### src/rtl/chcb_pkg.sv
// Package for the canonical Huffman code builder.
// Holds the operation, status and register codes, the sequencer states and
// the table index result type. It has no dependencies.
package chcb_pkg;

    typedef enum logic [1:0] {
        OP_START  = 2'd0,
        OP_COUNT  = 2'd1,
        OP_SYMBOL = 2'd2
    } op_t;

    typedef enum logic [1:0] {
        ST_OK        = 2'd0,
        ST_RANGE     = 2'd1,
        ST_EXHAUSTED = 2'd2,
        ST_BEYOND    = 2'd3
    } status_t;

    typedef enum logic [1:0] {
        CFG_AC_MODE       = 2'd0,
        CFG_SYMBOL_COUNT  = 2'd1,
        CFG_TABLE_ENTRIES = 2'd2
    } cfg_index_t;

    typedef enum logic {
        S_IDLE = 1'b0,
        S_SKIP = 1'b1
    } state_t;

    localparam logic [7:0] AC_SIZES     = 8'd11;
    localparam logic [7:0] NIBBLE_MASK  = 8'h0F;
    localparam logic [7:0] RST_SYM_CNT  = 8'd162;
    localparam logic [7:0] RST_TBL_ENT  = 8'd176;

    typedef struct packed {
        logic [7:0] index;
        logic       in_range;
    } idx_result_t;

endpackage

### src/rtl/canonical_huffman_code_builder.sv
// Top level of the canonical Huffman code builder: sequencer, state and
// output register. Uses chcb_pkg, chcb_count_store and chcb_index_unit.
//
// Start and count items are taken while the sequencer is idle. A symbol item
// is accepted, then steps to the next code length as needed (at most
// MAX_CODE_LEN steps), then delivers its result. The single shift-and-load
// step walks one code length per cycle. A result waits in the output register
// while the next item is accepted; a symbol whose result is ready holds until
// that register is free. Count items with a length index of 0 or above
// MAX_CODE_LEN, and op code 3, are ignored.
module canonical_huffman_code_builder
    import chcb_pkg::*;
#(
    parameter int MAX_CODE_LEN = 16
) (
    input  logic        clk,
    input  logic        rst_n,
    input  logic        cfg_we,
    input  logic [1:0]  cfg_index,
    input  logic [7:0]  cfg_data,
    input  logic        in_valid,
    output logic        in_stall,
    input  logic [1:0]  op,
    input  logic [4:0]  length_index,
    input  logic [7:0]  item_value,
    output logic        out_valid,
    input  logic        out_stall,
    output logic [7:0]  table_index,
    output logic [4:0]  code_length,
    output logic [15:0] code_word,
    output logic        write_enable,
    output logic [1:0]  status
);

    localparam int CNT_AW = (MAX_CODE_LEN > 1) ? $clog2(MAX_CODE_LEN) : 1;
    localparam logic [4:0] MAX_LEN = 5'(MAX_CODE_LEN);

    logic        ac_mode_reg;
    logic [7:0]  sym_cnt_reg;
    logic [7:0]  tbl_ent_reg;

    state_t      state_reg, state_next;
    logic [4:0]  cur_len_reg, cur_len_next;
    logic [7:0]  remain_reg, remain_next;
    logic [15:0] code_reg, code_next;
    logic [7:0]  seen_reg, seen_next;
    logic [7:0]  sym_reg, sym_next;

    logic        out_valid_reg, out_valid_next;
    logic [7:0]  out_idx_reg, out_idx_next;
    logic [4:0]  out_len_reg, out_len_next;
    logic [15:0] out_code_reg, out_code_next;
    logic        out_we_reg, out_we_next;
    status_t     out_st_reg, out_st_next;

    logic              accept;
    logic              out_free;
    logic              cnt_wr;
    logic [4:0]        li_m1;
    logic [7:0]        cnt_rd;
    idx_result_t       idx_res;

    assign accept   = in_valid && (state_reg == S_IDLE);
    assign in_stall = (state_reg != S_IDLE);
    assign out_free = !out_valid_reg || !out_stall;
    assign li_m1    = length_index - 5'd1;
    assign cnt_wr   = accept && (op_t'(op) == OP_COUNT) && (length_index != 5'd0)
                      && (length_index <= MAX_LEN);

    // The count store is addressed with the next value of the current length, so
    // its registered output holds the count for the length that the next step enters.
    chcb_count_store #(
        .WIDTH (8),
        .DEPTH (MAX_CODE_LEN),
        .AW    (CNT_AW)
    ) u_counts (
        .clk     (clk),
        .wr_en   (cnt_wr),
        .wr_addr (li_m1[CNT_AW-1:0]),
        .wr_data (item_value),
        .rd_addr (cur_len_next[CNT_AW-1:0]),
        .rd_data (cnt_rd)
    );

    chcb_index_unit u_index (
        .ac_mode       (ac_mode_reg),
        .symbol        (sym_reg),
        .table_entries (tbl_ent_reg),
        .result        (idx_res)
    );

    always_ff @(posedge clk or negedge rst_n)
    begin
        if (!rst_n)
        begin
            ac_mode_reg <= 1'b0;
            sym_cnt_reg <= RST_SYM_CNT;
            tbl_ent_reg <= RST_TBL_ENT;
        end
        else if (cfg_we)
        begin
            unique case (cfg_index_t'(cfg_index))
                CFG_AC_MODE:       ac_mode_reg <= cfg_data[0];
                CFG_SYMBOL_COUNT:  sym_cnt_reg <= cfg_data;
                CFG_TABLE_ENTRIES: tbl_ent_reg <= cfg_data;
                default:           ;
            endcase
        end
    end

    always_ff @(posedge clk or negedge rst_n)
    begin
        if (!rst_n)
        begin
            state_reg     <= S_IDLE;
            cur_len_reg   <= 5'd0;
            remain_reg    <= 8'd0;
            code_reg      <= 16'd0;
            seen_reg      <= 8'd0;
            out_valid_reg <= 1'b0;
        end
        else
        begin
            state_reg     <= state_next;
            cur_len_reg   <= cur_len_next;
            remain_reg    <= remain_next;
            code_reg      <= code_next;
            seen_reg      <= seen_next;
            out_valid_reg <= out_valid_next;
        end
    end

    always_ff @(posedge clk)
    begin
        sym_reg      <= sym_next;
        out_idx_reg  <= out_idx_next;
        out_len_reg  <= out_len_next;
        out_code_reg <= out_code_next;
        out_we_reg   <= out_we_next;
        out_st_reg   <= out_st_next;
    end

    always_comb
    begin
        state_next     = state_reg;
        cur_len_next   = cur_len_reg;
        remain_next    = remain_reg;
        code_next      = code_reg;
        seen_next      = seen_reg;
        sym_next       = sym_reg;
        out_valid_next = out_valid_reg && out_stall;
        out_idx_next   = out_idx_reg;
        out_len_next   = out_len_reg;
        out_code_next  = out_code_reg;
        out_we_next    = out_we_reg;
        out_st_next    = out_st_reg;

        unique case (state_reg)
            S_IDLE:
            begin
                if (accept)
                begin
                    unique case (op_t'(op))
                        OP_START:
                        begin
                            cur_len_next = 5'd0;
                            remain_next  = 8'd0;
                            code_next    = 16'd0;
                            seen_next    = 8'd0;
                        end
                        OP_COUNT:  ;
                        OP_SYMBOL:
                        begin
                            sym_next   = item_value;
                            state_next = S_SKIP;
                        end
                        default:   ;
                    endcase
                end
            end
            S_SKIP:
            begin
                priority if (seen_reg >= sym_cnt_reg)
                begin
                    if (out_free)
                    begin
                        out_valid_next = 1'b1;
                        out_idx_next   = 8'd0;
                        out_len_next   = 5'd0;
                        out_code_next  = 16'd0;
                        out_we_next    = 1'b0;
                        out_st_next    = ST_BEYOND;
                        state_next     = S_IDLE;
                    end
                end
                else if (remain_reg != 8'd0)
                begin
                    if (out_free)
                    begin
                        out_valid_next = 1'b1;
                        out_idx_next   = idx_res.index;
                        out_len_next   = cur_len_reg;
                        out_code_next  = code_reg;
                        out_we_next    = idx_res.in_range;
                        out_st_next    = idx_res.in_range ? ST_OK : ST_RANGE;
                        remain_next    = remain_reg - 8'd1;
                        code_next      = code_reg + 16'd1;
                        seen_next      = seen_reg + 8'd1;
                        state_next     = S_IDLE;
                    end
                end
                else if (cur_len_reg >= MAX_LEN)
                begin
                    if (out_free)
                    begin
                        out_valid_next = 1'b1;
                        out_idx_next   = 8'd0;
                        out_len_next   = 5'd0;
                        out_code_next  = 16'd0;
                        out_we_next    = 1'b0;
                        out_st_next    = ST_EXHAUSTED;
                        state_next     = S_IDLE;
                    end
                end
                else
                begin
                    // Step to the next length; the code doubles on every
                    // length after the first.
                    if (cur_len_reg != 5'd0)
                    begin
                        code_next = {code_reg[14:0], 1'b0};
                    end
                    remain_next  = cnt_rd;
                    cur_len_next = cur_len_reg + 5'd1;
                end
            end
            default:
            begin
                state_next = S_IDLE;
            end
        endcase
    end

    assign out_valid    = out_valid_reg;
    assign table_index  = out_idx_reg;
    assign code_length  = out_len_reg;
    assign code_word    = out_code_reg;
    assign write_enable = out_we_reg;
    assign status       = out_st_reg;

endmodule

### src/rtl/chcb_count_store.sv
// Small generic RAM with one write port and a registered read port.
// Depends on nothing; the instantiating module sets width, depth and address width.
module chcb_count_store #(
    parameter int WIDTH = 8,
    parameter int DEPTH = 16,
    parameter int AW    = 4
) (
    input  logic             clk,
    input  logic             wr_en,
    input  logic [AW-1:0]    wr_addr,
    input  logic [WIDTH-1:0] wr_data,
    input  logic [AW-1:0]    rd_addr,
    output logic [WIDTH-1:0] rd_data
);

    logic [WIDTH-1:0] mem_reg [DEPTH];
    logic [WIDTH-1:0] rd_data_reg;

    always_ff @(posedge clk)
    begin
        if (wr_en)
        begin
            mem_reg[wr_addr] <= wr_data;
        end
        rd_data_reg <= mem_reg[rd_addr];
    end

    assign rd_data = rd_data_reg;

endmodule

### src/rtl/chcb_index_unit.sv
// Destination table index for a symbol byte and its range check.
// Uses chcb_pkg for the AC size and nibble mask constants and the result struct.
module chcb_index_unit
    import chcb_pkg::*;
(
    input  logic        ac_mode,
    input  logic [7:0]  symbol,
    input  logic [7:0]  table_entries,
    output idx_result_t result
);

    logic [7:0] run;
    logic [7:0] size;
    logic [7:0] index;

    // Run is at most 15, so run * 11 + size stays below 256.
    assign run   = {4'd0, symbol[7:4]};
    assign size  = symbol & NIBBLE_MASK;
    assign index = ac_mode ? 8'(run * AC_SIZES + size) : symbol;

    assign result.index    = index;
    assign result.in_range = (index < table_entries);

endmodule

### config.mk
export PLATFORM = sky130hd
export DESIGN_NAME = canonical_huffman_code_builder
export DESIGN_NICKNAME = d
export VERILOG_FILES = /design/src/rtl/chcb_pkg.sv /design/src/rtl/canonical_huffman_code_builder.sv /design/src/rtl/chcb_count_store.sv /design/src/rtl/chcb_index_unit.sv
export SDC_FILE = /design/constraint.sdc
export NUM_CORES = 1
export LEC_CHECK = 0
export BUFFER_PORTS_ARGS = -buffer_cell sky130_fd_sc_hd__buf_2
export CAP_MARGIN = 25
export CORE_UTILIZATION = 55
export DETAILED_ROUTE_END_ITERATION = 7
export GPL_TIMING_DRIVEN = 0
export PLACE_DENSITY = 0.83
export SKIP_LAST_GASP = 1
export SYNTH_ARGS = -nofsm -noshare
export SYNTH_HDL_FRONTEND = slang
export SYNTH_SLANG_ARGS = --single-unit
### constraint.sdc
create_clock -name clk -period 6.72 [get_ports clk]
set_input_delay 0.672 -clock clk [delete_from_list [all_inputs] [get_ports clk]]
set_output_delay 0.672 -clock clk [all_outputs]
set_load 0.01 [all_outputs]
==> out/metrics.cfg <==
[power_and_ir_drop]
peakVddDrop_mv=0.340
total_power_mw=5.05
power.density_mw_per_mm2=411
p_leak_nw=4.87

[logic_synthesis]
postSynthAreaPerCell_sq_um=11.7
syn_nets=994
synth_edf_count=168
post-synth-top-area-fraction_pct=46.5
synth_top_cell_by_area=edfxtp_1
ys_warn_count=0
ys.flop_type=edfxtp_1
synth_cell_types=71
syn_inst=923
synth_seq_cells=232
yosysSeqAreaShare_pct=61.0
synth.area.top_cells=edfxtp_1 47%, dfrtp_1 12%, nand2_1 5.6%
async_reset_ff_share_pct=24.1
netlist_area_sq_mm=0.0108

[drt]
ant_nets=0
drt-total-wl_mm=24.6
wire_per_inst_um=19.0
vias=7750
viasPerCell=5.98
drc=0
drtIter0Drc=643
dr.pass1.iters=6

[floorplan]
coreArea_sq_mm=0.0190
dieArea_sq_mm=0.0203
die_x_um=142
die-height_um=142
start_util_pct=57.0
rows=50
ios=64

[placement]
post-dp-hpwl_mm=16.7
dp_cells=1250
port_buffers=62
place.gp.congestion=0.875

[clock_tree]
cts_tree=built
cts-root-buf=clkbuf_16
cts_buffer_depth=3
hold_buffers=0
clk_latency_ns=0.53
clk_pin_slew_worst_paths_ns=0.06
post_cts_buffers=0
cts_resized=0
cts_buffers=24
cts.sinks=232
cts_max_level=1

[timing]
tightest_slew_ns=0.909
finalClockSkew_ns=0.00979
rsz0062_at_grt=no
drv_slew=0
setup_viol=0
final.min_clock_period_ns=4.11
setup-tns-final_ns=0
hold_slack_ns=0.186
finalCritPeriodShare_pct=61.2
clock.fmax_mhz=243
finalHoldViolations=0
slew_headroom_pct=39.2

[final_layout]
largest_register_ffs=128
fin_cells=1295
syn_to_final_growth_pct=13.5
postLayoutCoreUtil_pct=64.7
drive_above_1_share_pct=16.2
nNetsFinal=1087

[critical_path]
worstSetupPathType=reg -> reg
required_ns=7.00
crit_path_end_kind=flop
startpoint_type=flop
worstPathMaxFanout=4
critical_path_arrival_ns=4.39

[global_route]
grt-ovfl-total=0
grt_usage_pct=24.9
grt_pass1_vias=7529
grt_max_degree=31
grt_antenna_before_repair=1
grt_first_pass_wirelength_mm=38.8

[outcome]
status=completed

[min_path]
min_path_type=in -> async

[flow_run]
maxCapViolations=0

==> cell usage after synthesis, drive strengths merged, types with 3 or more instances <==
master	n
a211o	3
a21boi	3
a21o	7
a21oi	59
a221o	7
a22o	6
a22oi	12
a32oi	21
and3	8
buf	22
clkbuf	22
dfrtp	50
dfstp	6
dfxtp	8
edfxtp	168
fa	3
ha	38
inv	37
mux2	25
mux2i	15
nand2	163
nand2b	8
nand3	49
nand4	8
nor2	48
nor2b	3
nor3	10
nor3b	5
nor4	4
o211ai	5
o21ai	52
o22ai	5
o31ai	3
or3	3
xnor2	6
xor2	6
==> critical path, cell delays in order (launching register included) <==
cell,delay (ns)
edfxtp_1,0.47
ha_1,0.33
ha_1,0.28
inv_1,0.05
fa_1,0.50
inv_1,0.04
ha_1,0.34
a21oi_1,0.23
o21bai_1,0.09
a21oi_1,0.19
xnor2_1,0.08
mux2_2,0.30
ha_1,0.27
or2_2,0.26
a21oi_1,0.15
a21oi_1,0.09
a21o_1,0.19
==> kinds of logic after synthesis <==
family	count (synthesis)	share of synthesized area, %
DFF	232	61.0
muxes	40	4.05
adders and majority gates	41	4.94
xor gates and xnor gates	12	0.969
and+or+nand+nor	322	13.7
AOI/OAI and AO/OA	194	11.8
buffers and inverters	82	3.62
==> power by group <==
group	switching, mW	internal, mW
clock	0.532	0.732
sequential	0.0977	1.75
combinational	1.30	0.650
total	1.93	3.13
==> final timing paths <==
kind                             endpoint      startpoint  cells past startpoint  slack (ns)
min in group clk           tbl_ent_reg[3]     cfg_data[3]                      2        0.39
setup reg to reg                status[0]      sym_reg[4]                     16        2.61
hold reg to reg            sym_cnt_reg[4]  sym_cnt_reg[4]                      1        0.51
setup / recovery                status[0]      sym_reg[4]                     16        2.61
max in group asynchronous   remain_reg[0]           rst_n                      2        5.93
hold / removal             tbl_ent_reg[3]           rst_n                      1        0.19
==> metrics by stage <==
step / worst slack (ns) / area [sq um]
after CTS: 2.61 / 12300
after floorplan: 2.41 / 10800
after detailed placement: 2.64 / 11500
after global routing: 2.41 / 12300
final: 2.61 / 12300
after global placement: 1.48 / 11500
==> layout make-up <==
cell class | count | area [sq um]
Tap cell | 260 | 325
Clock inverter | 6 | 40.0
Timing Repair Buffer | 67 | 358
Clock buffer | 38 | 716
Sequential cell | 232 | 6610
Buffer | 44 | 249
Fill cell | 1479 | 6720
Multi-Input combinational cell | 609 | 3850
Inverter | 38 | 144
Antenna cell | 1 | 2.50
==> placed cells by master (no fill, tap or decap), types with 6 or more instances in the layout <==
cell,synthesis,layout
nand3_1,49,49
a221o_1,7,7
a21o_1,7,7
clkbuf_1,22,32
a22o_1,6,6
clkbuf_16,0,26
dfstp_2,6,6
a21oi_1,57,57
o21ai_0,33,33
mux2_2,23,23
edfxtp_1,168,168
nand2b_1,8,8
nand2_1,162,162
o21ai_1,17,17
ha_1,38,38
xor2_1,6,6
and3_1,8,8
nor2_1,47,47
xnor2_1,6,6
a22oi_1,12,12
nor3_1,7,7
a32oi_1,21,21
dfxtp_1,8,8
dfrtp_1,50,50
buf_2,6,69
buf_4,6,9
mux2i_1,15,15
nand4_1,8,8
inv_1,36,36
==> metal layers <==
layer,up-vias,global-route usage (%),part of all wire [%]
met1,3722,31.2,40
met2,374,43.9,49
met5,-,0,0
li1,3589,-,-
met3,65,2.93,6.8
met4,0,10.4,3.7
Note: power is estimated with default switching activity, not from simulation.
